$ cat src/design/pbt_pkg.sv
`timescale 1ns / 1ps

package pbt_pkg;

    localparam int BLOCK_LEN     = 100;
    localparam int WINDOW_BLOCKS = 4;
    localparam int SAMPLE_BITS   = 18;

    localparam int LEVEL_W   = 8;
    localparam int IN_W      = 18;
    localparam int PROD_W    = SAMPLE_BITS + LEVEL_W;
    localparam int POS_W     = (BLOCK_LEN > 1) ? $clog2(BLOCK_LEN) : 1;
    localparam int SLOT_W    = (WINDOW_BLOCKS > 1) ? $clog2(WINDOW_BLOCKS) : 1;
    localparam int DIV_CNT_W = $clog2(PROD_W + 1);

    localparam logic [SAMPLE_BITS-1:0] SAMPLE_MASK = {SAMPLE_BITS{1'b1}};
    localparam logic [LEVEL_W-1:0]     FULL_SCALE_RST = {LEVEL_W{1'b1}};

    typedef logic [SAMPLE_BITS-1:0] sample_t;

    typedef struct packed {
        logic freeze;
        logic update;
    } win_ctrl_t;

    typedef struct packed {
        logic block_start;
        logic freeze_last;
    } win_stat_t;

    typedef enum logic [4:0] {
        ST_IDLE   = 5'b00001,
        ST_FREEZE = 5'b00010,
        ST_MUL    = 5'b00100,
        ST_DIV    = 5'b01000,
        ST_UPDATE = 5'b10000
    } seq_state_t;

endpackage

$ cat src/design/pbt_divider.sv
`timescale 1ns / 1ps

module pbt_divider
    import pbt_pkg::*;
(
    input  logic              clk,
    input  logic              rst_n,
    input  logic              start,
    input  logic [PROD_W-1:0] dividend,
    input  sample_t           divisor,
    output logic              done,
    output logic [PROD_W-1:0] quotient
);

    logic [PROD_W-1:0]    dvd_reg, dvd_next;
    sample_t              rem_reg, rem_next;
    sample_t              dsr_reg, dsr_next;
    logic [DIV_CNT_W-1:0] cnt_reg, cnt_next;
    logic                 busy_reg, busy_next;
    logic                 done_reg, done_next;
    logic [SAMPLE_BITS:0] rem_sh;
    logic [SAMPLE_BITS:0] rem_sub;
    logic                 q_bit;

    // Restoring division, one quotient bit per cycle
    always_comb
    begin
        rem_sh  = {rem_reg, dvd_reg[PROD_W-1]};
        rem_sub = rem_sh - {1'b0, dsr_reg};
        q_bit   = (rem_sh >= {1'b0, dsr_reg});
        dvd_next  = dvd_reg;
        rem_next  = rem_reg;
        dsr_next  = dsr_reg;
        cnt_next  = cnt_reg;
        busy_next = busy_reg;
        done_next = 1'b0;
        if (start)
        begin
            dvd_next  = dividend;
            rem_next  = '0;
            dsr_next  = divisor;
            cnt_next  = DIV_CNT_W'(PROD_W);
            busy_next = 1'b1;
        end
        else if (busy_reg)
        begin
            dvd_next = {dvd_reg[PROD_W-2:0], q_bit};
            rem_next = q_bit ? rem_sub[SAMPLE_BITS-1:0] : rem_sh[SAMPLE_BITS-1:0];
            cnt_next = cnt_reg - 1'b1;
            if (cnt_reg == DIV_CNT_W'(1))
            begin
                busy_next = 1'b0;
                done_next = 1'b1;
            end
        end
    end

    always_ff @(posedge clk or negedge rst_n)
    begin
        if (!rst_n)
        begin
            busy_reg <= 1'b0;
            done_reg <= 1'b0;
            cnt_reg  <= '0;
        end
        else
        begin
            busy_reg <= busy_next;
            done_reg <= done_next;
            cnt_reg  <= cnt_next;
        end
    end

    always_ff @(posedge clk)
    begin
        dvd_reg <= dvd_next;
        rem_reg <= rem_next;
        dsr_reg <= dsr_next;
    end

    assign done     = done_reg;
    assign quotient = dvd_reg;

endmodule

$ cat src/design/pbt_window.sv
`timescale 1ns / 1ps

module pbt_window
    import pbt_pkg::*;
(
    input  logic      clk,
    input  logic      rst_n,
    input  win_ctrl_t ctrl,
    input  sample_t   sample,
    output win_stat_t stat,
    output sample_t   frozen_min,
    output sample_t   frozen_max
);

    sample_t           minima_reg [WINDOW_BLOCKS];
    sample_t           maxima_reg [WINDOW_BLOCKS];
    sample_t           run_min_reg, run_min_next;
    sample_t           run_max_reg, run_max_next;
    sample_t           fmin_reg, fmin_next;
    sample_t           fmax_reg, fmax_next;
    logic [POS_W-1:0]  pos_reg, pos_next;
    logic [SLOT_W-1:0] slot_reg, slot_next;
    logic [SLOT_W-1:0] idx_reg, idx_next;
    logic              block_end;
    logic              idx_last;
    sample_t           base_min, base_max;
    sample_t           upd_min, upd_max;

    assign idx_last  = (idx_reg == SLOT_W'(WINDOW_BLOCKS - 1));
    assign block_end = (pos_reg == POS_W'(BLOCK_LEN - 1));

    always_comb
    begin
        // The first slot of a sweep compares against the empty-window bounds
        base_min  = (idx_reg == '0) ? SAMPLE_MASK : fmin_reg;
        base_max  = (idx_reg == '0) ? '0 : fmax_reg;
        fmin_next = fmin_reg;
        fmax_next = fmax_reg;
        idx_next  = idx_reg;
        if (ctrl.freeze)
        begin
            fmin_next = (minima_reg[idx_reg] < base_min) ? minima_reg[idx_reg] : base_min;
            fmax_next = (maxima_reg[idx_reg] > base_max) ? maxima_reg[idx_reg] : base_max;
            idx_next  = idx_last ? '0 : idx_reg + 1'b1;
        end
    end

    always_comb
    begin
        upd_min      = (sample < run_min_reg) ? sample : run_min_reg;
        upd_max      = (sample > run_max_reg) ? sample : run_max_reg;
        run_min_next = run_min_reg;
        run_max_next = run_max_reg;
        pos_next     = pos_reg;
        slot_next    = slot_reg;
        if (ctrl.update)
        begin
            if (block_end)
            begin
                run_min_next = SAMPLE_MASK;
                run_max_next = '0;
                pos_next     = '0;
                slot_next    = (slot_reg == SLOT_W'(WINDOW_BLOCKS - 1)) ? '0
                                                                       : slot_reg + 1'b1;
            end
            else
            begin
                run_min_next = upd_min;
                run_max_next = upd_max;
                pos_next     = pos_reg + 1'b1;
            end
        end
    end

    always_ff @(posedge clk or negedge rst_n)
    begin
        if (!rst_n)
        begin
            for (int k = 0; k < WINDOW_BLOCKS; k++)
            begin
                minima_reg[k] <= '0;
                maxima_reg[k] <= '0;
            end
            run_min_reg <= SAMPLE_MASK;
            run_max_reg <= '0;
            fmin_reg    <= '0;
            fmax_reg    <= '0;
            pos_reg     <= '0;
            slot_reg    <= '0;
            idx_reg     <= '0;
        end
        else
        begin
            if (ctrl.update && block_end)
            begin
                minima_reg[slot_reg] <= upd_min;
                maxima_reg[slot_reg] <= upd_max;
            end
            run_min_reg <= run_min_next;
            run_max_reg <= run_max_next;
            fmin_reg    <= fmin_next;
            fmax_reg    <= fmax_next;
            pos_reg     <= pos_next;
            slot_reg    <= slot_next;
            idx_reg     <= idx_next;
        end
    end

    assign stat.block_start = (pos_reg == '0);
    assign stat.freeze_last = idx_last;
    assign frozen_min       = fmin_reg;
    assign frozen_max       = fmax_reg;

endmodule

$ cat src/design/pulse_brightness_tracker_core.sv
`timescale 1ns / 1ps

// Indicator brightness from a red PPG stream. Each accepted sample produces one
// result (brightness, range_zero). The result is registered after these steps:
// scale the change by full_scale and start the bit-serial divider, run the
// divider (26 quotient bits, then a done flag), and apply the saturating level
// update. On the first sample of each 100-sample block a sweep of the four
// stored block minima/maxima comes first. When the frozen range is zero the
// divider is skipped. A new sample is accepted only once the result of the
// last one is registered, and that can wait on out_stall.
// in_stall stays high while a sample is in progress; a finished result may wait
// in the output register while the next sample is accepted.
// full_scale_we writes full_scale; write it only while the block is idle.

module pulse_brightness_tracker_core
    import pbt_pkg::*;
(
    input  logic               clk,
    input  logic               rst_n,
    input  logic               full_scale_we,
    input  logic [LEVEL_W-1:0] full_scale_wdata,
    input  logic               in_valid,
    output logic               in_stall,
    input  logic [IN_W-1:0]    red_sample,
    output logic               out_valid,
    input  logic               out_stall,
    output logic [LEVEL_W-1:0] brightness,
    output logic               range_zero
);

    seq_state_t         state_reg, state_next;
    logic [LEVEL_W-1:0] fs_reg;
    logic [LEVEL_W-1:0] level_reg, level_next;
    sample_t            sample_reg;
    sample_t            prev_reg;
    logic               rise_reg;
    logic               zero_reg;
    logic               out_valid_reg;
    logic [LEVEL_W-1:0] brightness_reg;
    logic               range_zero_reg;

    win_ctrl_t          win_ctrl;
    win_stat_t          win_stat;
    sample_t            frozen_min, frozen_max;
    sample_t            range;
    sample_t            diff;
    logic [PROD_W-1:0]  prod;
    logic               rise;
    logic               range_is_zero;
    logic               in_fire;
    logic               out_fire;
    logic               div_start;
    logic               div_done;
    logic [PROD_W-1:0]  delta;
    logic [PROD_W:0]    level_sum;

    assign in_fire       = in_valid && !in_stall;
    assign out_fire      = (state_reg == ST_UPDATE) && (!out_valid_reg || !out_stall);
    assign range_is_zero = (frozen_max <= frozen_min);
    assign range         = frozen_max - frozen_min;
    assign rise          = (sample_reg > prev_reg);
    assign diff          = rise ? (sample_reg - prev_reg) : (prev_reg - sample_reg);
    assign prod          = PROD_W'(diff) * PROD_W'(fs_reg);
    assign div_start     = (state_reg == ST_MUL) && !range_is_zero;

    assign win_ctrl.freeze = (state_reg == ST_FREEZE);
    assign win_ctrl.update = out_fire;

    pbt_window u_window (
        .clk        (clk),
        .rst_n      (rst_n),
        .ctrl       (win_ctrl),
        .sample     (sample_reg),
        .stat       (win_stat),
        .frozen_min (frozen_min),
        .frozen_max (frozen_max)
    );

    pbt_divider u_divider (
        .clk      (clk),
        .rst_n    (rst_n),
        .start    (div_start),
        .dividend (prod),
        .divisor  (range),
        .done     (div_done),
        .quotient (delta)
    );

    always_comb
    begin
        state_next = state_reg;
        unique case (state_reg)
            ST_IDLE:
            begin
                if (in_fire)
                    state_next = win_stat.block_start ? ST_FREEZE : ST_MUL;
            end
            ST_FREEZE:
            begin
                if (win_stat.freeze_last)
                    state_next = ST_MUL;
            end
            ST_MUL:
            begin
                state_next = range_is_zero ? ST_UPDATE : ST_DIV;
            end
            ST_DIV:
            begin
                if (div_done)
                    state_next = ST_UPDATE;
            end
            ST_UPDATE:
            begin
                if (out_fire)
                    state_next = ST_IDLE;
            end
            default:
            begin
                state_next = ST_IDLE;
            end
        endcase
    end

    // Rise lowers the level toward 0, fall or flat raises it toward full_scale; a zero range holds it
    always_comb
    begin
        level_sum  = {1'b0, delta} + (PROD_W + 1)'(level_reg);
        level_next = level_reg;
        if (!zero_reg)
        begin
            if (rise_reg)
                level_next = (delta >= PROD_W'(level_reg)) ? '0
                                                           : level_reg - delta[LEVEL_W-1:0];
            else
                level_next = (level_sum > (PROD_W + 1)'(fs_reg)) ? fs_reg
                                                                 : level_sum[LEVEL_W-1:0];
        end
    end

    always_ff @(posedge clk or negedge rst_n)
    begin
        if (!rst_n)
        begin
            state_reg     <= ST_IDLE;
            fs_reg        <= FULL_SCALE_RST;
            level_reg     <= '0;
            prev_reg      <= '0;
            out_valid_reg <= 1'b0;
        end
        else
        begin
            state_reg <= state_next;
            if (full_scale_we)
                fs_reg <= full_scale_wdata;
            if (out_fire)
            begin
                level_reg     <= level_next;
                prev_reg      <= sample_reg;
                out_valid_reg <= 1'b1;
            end
            else if (out_valid_reg && !out_stall)
            begin
                out_valid_reg <= 1'b0;
            end
        end
    end

    always_ff @(posedge clk)
    begin
        if (in_fire)
            sample_reg <= red_sample[SAMPLE_BITS-1:0];
        if (state_reg == ST_MUL)
        begin
            rise_reg <= rise;
            zero_reg <= range_is_zero;
        end
        if (out_fire)
        begin
            brightness_reg <= level_next;
            range_zero_reg <= zero_reg;
        end
    end

    assign in_stall   = (state_reg != ST_IDLE);
    assign out_valid  = out_valid_reg;
    assign brightness = brightness_reg;
    assign range_zero = range_zero_reg;

endmodule
$ cat config.mk
export PLATFORM = sky130hd
export DESIGN_NAME = pulse_brightness_tracker_core
export DESIGN_NICKNAME = d
export VERILOG_FILES = /design/src/design/pbt_pkg.sv /design/src/design/pbt_divider.sv /design/src/design/pbt_window.sv /design/src/design/pulse_brightness_tracker_core.sv
export SDC_FILE = /design/constraint.sdc
export NUM_CORES = 1
export LEC_CHECK = 0
export BUFFER_PORTS_ARGS = -buffer_cell sky130_fd_sc_hd__buf_4
export CAP_MARGIN = 20
export CELL_PAD_IN_SITES_DETAIL_PLACEMENT = 1
export CELL_PAD_IN_SITES_GLOBAL_PLACEMENT = 1
export CORE_MARGIN = 2
export CORE_UTILIZATION = 45
export DETAILED_ROUTE_END_ITERATION = 6
export GPL_ROUTABILITY_DRIVEN = 1
export PLACE_DENSITY_LB_ADDON = 0.1
export SLEW_MARGIN = 20
export SYNTH_ARGS = -nofsm -noshare
export SYNTH_HDL_FRONTEND = slang
export SYNTH_SLANG_ARGS = --single-unit
export TNS_END_PERCENT = 5
$ cat constraint.sdc
create_clock -name clk -period 13 [get_ports clk]
set_clock_uncertainty 0.15 [all_clocks]
set_input_delay 1.3 -clock clk [delete_from_list [all_inputs] [get_ports clk]]
set_output_delay 1.3 -clock clk [all_outputs]
set_load 0.01 [all_outputs]
# Word-level counts from Yosys, hierarchy flattened
# Index checks and enable logic that the tools add are counted.
totals:
  wordCells: 133
  out_inout_bits: 11
  register_bits: 365
  latchBits: 0
  ram_bits: 0
  mem_count: 0
  mem_bits_ro: 0
op_classes:
  div_mod_pow: 0
  shifts: 0
  reduce_logical: 17
  bitwise_logic: 2
  muxes: 46
  add_sub_neg: 10
  magnitude_cmp: 12
  multipliers: 1
  n_eq_ne: 14
op_table:
  columns: ["op", "count"]
  rows:
  - ["$mux W18", 15]
  - ["$bwmux W72", 2]
  - ["$bmux W18 S2", 2]
  - ["$sub A18 B18 Y18", 4]
  - ["$gt A18 B18 Y1", 3]
  - ["$mux W26", 2]
  - ["$demux W18 S2", 1]
  - ["$lt A18 B18 Y1", 2]
  - ["$mux W5", 7]
  - ["$mux W8", 4]
  - ["$add A26 B8 Y27", 1]
  - ["$gt A27 B8 Y1", 1]
  - ["$ge A26 B8 Y1", 1]
  - ["$mul A18 B8 Y26", 1]
  - ["$pmux W5 S5", 1]
  - ["$ge A19 B18 Y1", 1]
  - ["$le A18 B18 Y1", 1]
  - ["$eq A5 B1 Y1 const B", 2]
  - ["$mux W1", 8]
  - ["$sub A8 B8 Y8", 1]
  - ["$add A7 B1 Y7 const B", 1]
  - ["$eq A7 B7 Y1 const B", 1]
  - ["$logic_not A7 Y1", 1]
  - ["$mux W7", 1]
  - ["22 further kinds", 38]

# Longest topological paths before layout
# Gate-level depths: netlist of run 1.
depth:
  ltp_word: 6
  depth_mapped: 31

# By module
# From an unflattened synthesis of run 1, not the netlist that was laid out.
unflattened:
  cells_unflattened: 2933
  hier_area_um2: 28613.7
by_module_without_submodules:
  columns: ["module", "cells_per_inst", "instances", "area_per_inst_um2"]
  rows:
  - ["pbt_window", 1135, 1, 12876.1]
  - ["pulse_brightness_tracker_core", 1432, 1, 11812.6]
  - ["pbt_divider", 366, 1, 3925.0]

# Least setup slack after synthesis of run 1
# OpenSTA, ideal clock, no wires.
synth_path:
  kind: "flip-flop to flip-flop"
  start: "register sample_reg[0]"
  end: "register u_divider.dvd_reg[24], in the netlist u_divider.quotient[24] (data pin)"
  period_less_slack_ps: 7328
  stages_incl_launch_ff: 31
  arrival_ps: 6911
  n_path_buf: 2
  setup_ps: 267
  slack_ps: 5672
  path_cell_list: "edfxtp_1 > inv_1 > ha_1 > inv_1 > fa_1 > a21o_1 > nand4_1 > a21boi_1 > o311a_1 > a21oi_2 > buf_2 > buf_4 > mux2i_1 > xnor2_2 > and2_1 > fa_1 > fa_1 > fa_1 > inv_1 > fa_1 > inv_1 > ha_1 > a2111oi_0 > o21ai_0 > nand3_1 > a21oi_1 > a41oi_1 > a21oi_1 > a31oi_1 > xor2_1 > o21ai_0"
synth_via:
  elab_chain_cells: 4
  elab_cells_between_ends: 6
  classes_between: "2 x add/sub; 1 x mul; 1 x order compare; 2 x mux"
synth_lines:
  columns: ["item", "line_no", "source"]
  rows:
  - ["start: declaration", "pulse_brightness_tracker_core.sv:34", "sample_t sample_reg;"]
  - ["start signal: assignment", "pulse_brightness_tracker_core.sv:171", "sample_reg <= red_sample[SAMPLE_BITS-1:0];"]
  - ["$sub A18 B18 Y18 or $gt A18 B18 Y1 (tied branches)", "pulse_brightness_tracker_core.sv:62, pulse_brightness_tracker_core.sv:61", null]
  - ["$mux W18 *", "pulse_brightness_tracker_core.sv:62", "assign diff = rise ? (sample_reg - prev_reg) : (prev_reg - sample_reg);"]
  - ["$mul A18 B8 Y26 *", "pulse_brightness_tracker_core.sv:63", "assign prod = PROD_W'(diff) * PROD_W'(fs_reg);"]
  - ["$mux W26 *", "pbt_divider.sv:37", "if (start)"]
  - ["named net u_divider.dvd_next[24]", "pbt_divider.sv:15", "logic [PROD_W-1:0] dvd_reg, dvd_next;"]
  - ["end signal: assignment", "pbt_divider.sv:76", "dvd_reg <= dvd_next;"]
  - ["end: declaration", "pbt_divider.sv:15", null]
# Mark *: on every way through the listed nets, which the timed path passes. The rest lies on a longest branch.
# A chain may end at the register's enable or synchronous reset.

# Worst setup path in the final report of run 1
layout_path:
  start: "register sample_reg[12]"
  end: "register u_divider.dvd_reg[25], in the netlist u_divider.quotient[25] (data pin)"
# The elaborated chain is that of the path after synthesis.

==> impl_metrics.env, run 1 <==
export IMPL_via_per_inst=5.710
export IMPL_cp_end_kind="register"
export IMPL_worst_path_max_fanout=11
export IMPL_hold_viol=0
export IMPL_setup_viol=0
export IMPL_cts_buffers_inserted=46
export IMPL_n_antenna_cell=0
export IMPL_grt_total_usage=0.2575
export IMPL_start_util=0.4553
export IMPL_cp_slowest_cell="xnor2_1"
export IMPL_cts_root_buf="clkbuf_16"
export IMPL_worst_setup_path_start_kind="register"
export IMPL_grt_max_degree=144
export IMPL_clock_latency_ps=600
export IMPL_netlist_area_leader_share=0.2300
export IMPL_yosys_top_cells_count="nand2_1, o21ai_0, inv_1"
export IMPL_wl_per_cell_um=20.79
export IMPL_core_area_mm2=0.05902
export IMPL_tightest_slew_ps=1047
export IMPL_synth_edff_count=73
export IMPL_floorplan_die_area_mm2=0.06169
export IMPL_yosysMostFrequentCell="nand2_1"
export IMPL_cap_violations=0
export IMPL_whs_ps=329.9
export IMPL_final_max_slew_viol_count=0
export IMPL_area_growth_synth_to_final_pct=9.163
export IMPL_postCtsHoldBufs=0
export IMPL_die_w_um=248.4
export IMPL_rsz0062_at_grt="no"
export IMPL_vias=21270
export IMPL_place_congestion=0.8947
export IMPL_syn_nets=3293
export IMPL_grt_pass1_vias=22750
export IMPL_fin_crit_sh=0.6679
export IMPL_setup_tns_ps=0
export IMPL_dpl_hpwl_mm=57.36
export IMPL_synthCells=2932
export IMPL_ys_warn_count=0
export IMPL_overflow=0
export IMPL_synth_area_leaders="dfrtp_1, ha_1, edfxtp_1, fa_1, o21ai_0"
export IMPL_drtPass1Iterations=5
export IMPL_finalWirelength_mm=77.41
export IMPL_cp_arrival_ps=8840
export IMPL_syn_area_mm2=0.02687
export IMPL_antenna_found_initial=0
export IMPL_grt_pass1_wl_mm=126.3
export IMPL_nets=3274
export IMPL_drive_gt1_frac=0.08031
export IMPL_port_buffers=41
export IMPL_path_class="reg -> reg"
export IMPL_seq_area_frac_synth=0.3514
export IMPL_clockBufferDepth=3
export IMPL_cts_tree="done"
export IMPL_post_cts_buffers=0
export IMPL_rows=89
export IMPL_synthArstFlopShare=0.7507
export IMPL_hold_path_class="reg -> reg"
export IMPL_clkSinkCount=365
export IMPL_ant_nets=0
export IMPL_die_h_um=248.4
export IMPL_synth_area_leader_cell="dfrtp_1"
export IMPL_io_pins=42
export IMPL_critPathMaxStageDelay_ps=700
export IMPL_clk_pin_slew_ps=60
export IMPL_ys_ff_latch=365
export IMPL_drc=0
export IMPL_fmax_ghz=0.1152
export IMPL_fin_crit_ps=8683
export IMPL_h_tree_depth=2
export IMPL_crit_top_cell="fa_1"
export IMPL_maxSlewHeadroom=0.3014
export IMPL_worstPathRequired_ps=13150
export IMPL_post_cts_resized=0
export IMPL_avgSynthCellArea_um2=9.166
export IMPL_synth_flop_cell="dfrtp_1"
export IMPL_drtIter0Drc=939
export IMPL_outcome="finished clean"
export IMPL_synth_cell_type_count=84
==> area by class of cell <==
cell class / count / area (um2)
fillers: 6746 / 29680
multi-input cells: 2136 / 15830
flip-flops and latches: 365 / 9444
clock buffers: 58 / 1236
inverters: 298 / 1119
well taps: 773 / 967.2
repair buffers: 66 / 515.5
clock inverters: 28 / 222.7
==> path summary, 6_finish.rpt <==
path                                          from                       to  slack, ps  cells past startpoint
setup reg to reg                    sample_reg[12]   u_divider.quotient[25]       4320                     28
hold reg to reg            u_window.maxima_reg[44]  u_window.maxima_reg[44]        330                      2
setup / recovery                    sample_reg[12]   u_divider.quotient[25]       4320                     28
hold / removal             u_window.maxima_reg[44]  u_window.maxima_reg[44]        330                      2
min in group asynchronous                    rst_n             level_reg[7]        500                      1
max in group asynchronous                    rst_n   u_window.minima_reg[9]      10850                      2
==> layer usage <==
layer  routed length (um)  track usage  vias to the layer above
li1                     -            -                    10120
met1                37110       0.3668                    10750
met2                36040       0.4212                      309
met3                 2755      0.03049                       88
met4                 1506      0.05725                        0
met5                    0            0                        -
==> stage by stage <==
| step | worst slack, ps | cells | util | instance area, um2 |
|---|---|---|---|---|
| after floorplan | 5672 | 2932 | - | 26870 |
| after global placement | 4620 | 3638 | 0.4722 | 27870 |
| after detailed placement | 4394 | 3638 | 0.4722 | 27870 |
| after CTS | 4328 | 3724 | 0.4969 | 29330 |
| after global routing | 3775 | 3724 | 0.4971 | 29340 |
| final | 4317 | 3724 | 0.4971 | 29340 |
==> cells in the final DEF, fill, tap and decap left out, drive strengths merged, types with 19 or more instances in the layout <==
cell type / instances
a21o: 56
a21oi: 136
a31oi: 21
and2: 87
buf: 66
clkbuf: 58
clkinv: 29
dfrtp: 247
dfstp: 27
edfxtp: 73
fa: 102
ha: 228
inv: 291
mux2i: 49
mux4: 36
nand2: 336
nand2b: 45
nand3: 56
nand4: 32
nor2: 176
nor2b: 21
nor3: 37
o21a: 36
o21ai: 341
o21bai: 21
o22a: 19
o31ai: 20
xnor2: 49
xor2: 23
==> worst max-delay path, delay by kind of cell, from the launching register on <==
kind            cells  cell delay, ps
compound gates     11            2170
xor+xnor            2             860
fa+ha+maj           6            2910
buf+inv             4             330
flops               1             540
simple gates        5            1420
==> cells by family (layout without fill, tap and decap cells) <==
family          count (synthesis)  after routing  share of synthesized area
xor+xnor                       72             72                    0.02402
buf+inv                       431            450                    0.06123
mux                            87             87                    0.04926
fa+ha+maj                     330            330                     0.1821
simple gates                  872            872                     0.1552
compound gates                775            775                     0.1768
flops                         365            365                     0.3514
Power of run 1 is not shown: default switching activity piles up to over one toggle a cycle in this logic, so the estimate is an artifact.
==> inputs of run 2 (changes only) <==
Clock period 13 ns to 7.9 ns, I/O delays scaled along.
==> run 2 against run 1 <==
Compared with the run above:
- maximum frequency up 14%
- count of clock-buffer cells in the layout up 2
- routed wire length unchanged
- hold slack worse by 120 ps
- worst setup slack worse by 4000 ps
- non-clock buffer count up 56
- flip-flop and latch count unchanged
- register-to-register slack worse by 4000 ps
- critical path depth up 2
- critical path type unchanged
==> impl_metrics.env, run 2 (synthesis gave the netlist of run 1 again) <==
export IMPL_cts_tree="done"
export IMPL_cp_slowest_cell="fa_1"
export IMPL_overflow=0
export IMPL_hold_path_end="sample_reg[2]"
export IMPL_most_common_layout_cells="nand2_1, o21ai_0, inv_1"
export IMPL_drtPass1Iterations=5
export IMPL_grt_pass1_vias=22790
export IMPL_via_per_inst=5.695
export IMPL_clk_pin_slew_ps=60
export IMPL_hp_start="red_sample[2]"
export IMPL_fillCellCount=6759
export IMPL_critPathMaxStageDelay_ps=560
export IMPL_cp_end_kind="register"
export IMPL_fin_util=0.5107
export IMPL_vias=21510
export IMPL_multi_input_area_mm2=0.01606
export IMPL_io_pins=42
export IMPL_r2r_start="sample_reg[0]"
export IMPL_fmax_ghz=0.1317
export IMPL_reg2reg_to="u_divider.quotient[23]"
export IMPL_ant_nets=0
export IMPL_r2r_slack_ps=310
export IMPL_final_common_cell="nand2_1"
export IMPL_wl_per_cell_um=20.50
export IMPL_antenna_found_initial=0
export IMPL_hold_viol=0
export IMPL_worst_path_max_fanout=8
export IMPL_grt_max_degree=162
export IMPL_core_area_mm2=0.05902
export IMPL_startpoint="sample_reg[0]"
export IMPL_cap_violations=0
export IMPL_n_antenna_cell=0
export IMPL_drc=0
export IMPL_drive_gt1_frac=0.1109
export IMPL_drtIter0Drc=1120
export IMPL_seqCellArea_mm2=0.009444
export IMPL_h_tree_depth=2
export IMPL_worstPathRequired_ps=8060
export IMPL_setup_tns_ps=0
export IMPL_floorplan_die_area_mm2=0.06169
export IMPL_dpl_hpwl_mm=57.49
export IMPL_final_max_slew_viol_count=0
export IMPL_cts_buffers_inserted=45
export IMPL_nets=3329
export IMPL_clkSinkCount=365
export IMPL_maxSlewHeadroom=0.3715
export IMPL_finalWirelength_mm=77.41
export IMPL_rows=89
export IMPL_crit_top_cell="fa_1"
export IMPL_clockBufferDepth=3
export IMPL_hold_path_class="in -> reg"
export IMPL_worst_setup_path_start_kind="register"
export IMPL_tightest_slew_ps=942.6
export IMPL_outcome="finished clean"
export IMPL_grt_total_usage=0.2552
export IMPL_fin_crit_ps=7590
export IMPL_place_congestion=0.9107
export IMPL_clock_latency_ps=610
export IMPL_cts_root_buf="clkbuf_16"
export IMPL_die_w_um=248.4
export IMPL_grt_pass1_wl_mm=125.1
export IMPL_fin_crit_sh=0.9608
export IMPL_path_class="reg -> reg"
export IMPL_setup_viol=0
export IMPL_start_util=0.4553
export IMPL_area_growth_synth_to_final_pct=12.16
export IMPL_r2r_cells=30
export IMPL_port_buffers=41
export IMPL_cp_arrival_ps=7750
export IMPL_die_h_um=248.4
export IMPL_min_path_cells=1
==> run 2: cell count changes in the layout (fill, tap and decap cells not counted), moves of 4 or more <==
| cell | delta |
|---|---|
| ha_1 | -5 |
| bufinv_16 | +5 |
| ha_2 | +5 |
| buf_4 | +53 |
| clkinv_1 | -8 |
| xnor2_2 | +9 |
| a21oi_2 | +4 |
| a21oi_1 | -4 |
| xnor2_1 | -10 |
==> run 2: stage by stage <==
stage	instances	cell area, um2	setup WS (ps)	hold WS, ps
2_1_floorplan	2932	26870	572.1	294.6
3_3_place_gp	3681	28190	54.47	306.7
6_report	3777	30140	309.6	205.5
5_1_grt	3777	30140	-94.37	193.7
4_1_cts	3766	29830	6.603	174.2
3_5_place_dp	3681	28190	-152.4	316.2
==> run 2: worst max-delay path by stage <==
stage                                        end  depth (start not counted)
after global routing      u_divider.quotient[17]                         29
final                     u_divider.quotient[23]                         30
after global placement    u_divider.quotient[25]                         30
after detailed placement  u_divider.quotient[25]                         30
after floorplan           u_divider.quotient[24]                         30
after CTS                 u_divider.quotient[25]                         29
==> run 2: layout make-up <==
type,count,share of cell area
clock inverters,23,0.01092
repair buffers,122,0.03192
clock buffers,60,0.04159
flip-flops and latches,365,0.3133
inverters,298,0.03719
multi-input cells,2136,0.5330
well taps,773,0.03209
==> run 2: worst max-delay path: cells and delay by family (launching register included) <==
kind	cells	cell delay [ps]
AOI/OAI and AO/OA	12	2120
xor gates and xnor gates	2	290
adders and majority gates	7	2960
buffers and inverters	5	400
DFF	1	400
and+or+nand+nor	4	960
==> run 2: timing repair <==
action	in CTS	in global routing
pin swaps	1	8
gates resized for setup	7	41
buffers inserted	2	9
hold buffers	0	1
endpoints found under the hold margin	0	22
endpoints found under the setup margin	3	13
==> run 2: layer usage <==
metal  vias up  GRT usage  routed length (um)
li1      10220          -                   -
met1     10880     0.3517               36340
met2       323     0.4234               36380
met3        89    0.03383                2829
met4         0    0.06688                1855
met5         -          0                   0
Power of run 2 is left out for the same reason.
==> inputs of run 3 (changes only) <==
Settings changed: CORE_UTILIZATION 45 to 46.
==> run 3 against run 2 <==
Compared with the run above:
- worst setup slack worse by 29 ps
- maximum frequency down 0.38%
- flip-flop and latch count is the same
- die area fell by 2.1%
- cell count hardly changed
- register-to-register slack worse by 30 ps
- via count is 0.31% higher
- cell area barely moved
- routed wire length up 0.74%
- sequential share of layout area is essentially flat
- first-iteration DRC count is 0.71% lower
- highest routed layer unchanged
==> impl_metrics.env, run 3 (synthesis gave the netlist of run 1 again) <==
export IMPL_nets=3339
export IMPL_drc=0
export IMPL_place_congestion=0.8738
export IMPL_cts_tree="done"
export IMPL_hold_viol=0
export IMPL_fillCellCount=6629
export IMPL_fmax_ghz=0.1312
export IMPL_seqCellArea_mm2=0.009444
export IMPL_worst_setup_path_start_kind="register"
export IMPL_core_area_mm2=0.05770
export IMPL_path_class="reg -> reg"
export IMPL_multi_input_area_mm2=0.01608
export IMPL_start_util=0.4658
export IMPL_cts_root_buf="clkbuf_16"
export IMPL_grt_pass1_vias=23180
export IMPL_cap_violations=0
export IMPL_drtPass1Iterations=5
export IMPL_wl_per_cell_um=20.63
export IMPL_hold_path_class="in -> async"
export IMPL_overflow=0
export IMPL_ant_nets=0
export IMPL_setup_viol=0
export IMPL_fin_util=0.5228
export IMPL_clk_pin_slew_ps=60
export IMPL_most_common_layout_cells="nand2_1, o21ai_0, inv_1"
export IMPL_postCtsHoldBufs=0
export IMPL_clockBufferDepth=3
export IMPL_fin_crit_sh=0.9645
export IMPL_h_tree_depth=2
export IMPL_grt_max_degree=83
export IMPL_worstPathRequired_ps=8070
export IMPL_area_growth_synth_to_final_pct=12.24
export IMPL_worst_path_max_fanout=7
export IMPL_io_pins=42
export IMPL_floorplan_die_area_mm2=0.06037
export IMPL_grt_total_usage=0.2622
export IMPL_clkSinkCount=365
export IMPL_outcome="finished clean"
export IMPL_dpl_hpwl_mm=57.99
export IMPL_drtIter0Drc=1112
export IMPL_final_max_slew_viol_count=0
export IMPL_clock_latency_ps=630
export IMPL_drive_gt1_frac=0.1154
export IMPL_cp_end_kind="register"
export IMPL_n_antenna_cell=0
export IMPL_die_h_um=245.7
export IMPL_maxSlewHeadroom=0.3403
export IMPL_die_w_um=245.7
export IMPL_vias=21580
export IMPL_antenna_found_initial=0
export IMPL_grt_pass1_wl_mm=126.4
export IMPL_via_per_inst=5.708
export IMPL_cp_slowest_cell="fa_1"
export IMPL_finalWirelength_mm=77.98
export IMPL_cp_arrival_ps=7790
export IMPL_rows=88
export IMPL_critPathMaxStageDelay_ps=550
export IMPL_tightest_slew_ps=989.6
export IMPL_final_common_cell="nand2_1"
export IMPL_fin_crit_ps=7620
export IMPL_cts_buffers_inserted=45
export IMPL_port_buffers=41
export IMPL_setup_tns_ps=0
-- run 3: final timing paths --
kind / startpoint / cells past startpoint / to / slack (ps)
setup / recovery: sample_reg[0] / 30 / u_divider.quotient[23] / 280
hold / removal: rst_n / 1 / level_reg[7] / 60
setup reg to reg: sample_reg[0] / 30 / u_divider.quotient[23] / 280
hold reg to reg: u_window.minima_reg[67] / 2 / u_window.minima_reg[67] / 320
max in group asynchronous: rst_n / 2 / u_window.minima_reg[14] / 6140
min in group clk: red_sample[7] / 1 / sample_reg[7] / 190
-- run 3: layout make-up --
cell class                 instances  area share
timing repair buffer             132     0.03327
multi-input combinational       2136      0.5332
sequential                       365      0.3131
clock buffer                      61     0.04409
inverter                         298     0.03708
tap                              765     0.03173
clock inverter                    23    0.007508
-- run 3: per-layer routing --
| metal | GRT usage | routed length [um] | vias up | share of wire |
|---|---|---|---|---|
| li1 | - | - | 10240 | - |
| met1 | 0.3665 | 36750 | 10950 | 0.47 |
| met2 | 0.4321 | 37030 | 297 | 0.47 |
| met3 | 0.03481 | 2646 | 87 | 0.034 |
| met4 | 0.06275 | 1563 | 0 | 0.020 |
| met5 | 0 | 0 | - | 0 |
-- run 3: timing repair --
item,CTS,global route
gates resized for setup,8,38
buffers inserted,4,13
endpoints found under the hold margin,0,0
cloned,0,1
endpoints found under the setup margin,4,13
pin swaps,2,16
-- run 3: worst max-delay path: cells and delay by family, from the launching register on --
kind / cells / cell delay, ps
compound gates: 10 / 1750
fa+ha+maj: 7 / 2920
flops: 1 / 400
simple gates: 5 / 1140
xor+xnor: 2 / 340
buf+inv: 6 / 590
-- run 3: stage by stage --
| stage | worst slack [ps] | hold WS [ps] | cells | instance area (um2) |
|---|---|---|---|---|
| CTS | 12.86 | 43.19 | 3766 | 29840 |
| detailed placement | -157.4 | 318.1 | 3678 | 28210 |
| global route | -34.90 | 80.80 | 3780 | 30160 |
| finish | 280.4 | 56.01 | 3780 | 30160 |
| floorplan | 572.1 | 294.6 | 2932 | 26870 |
| global placement | 72.62 | 307.1 | 3678 | 28200 |
Power of run 3 is left out for the same reason.
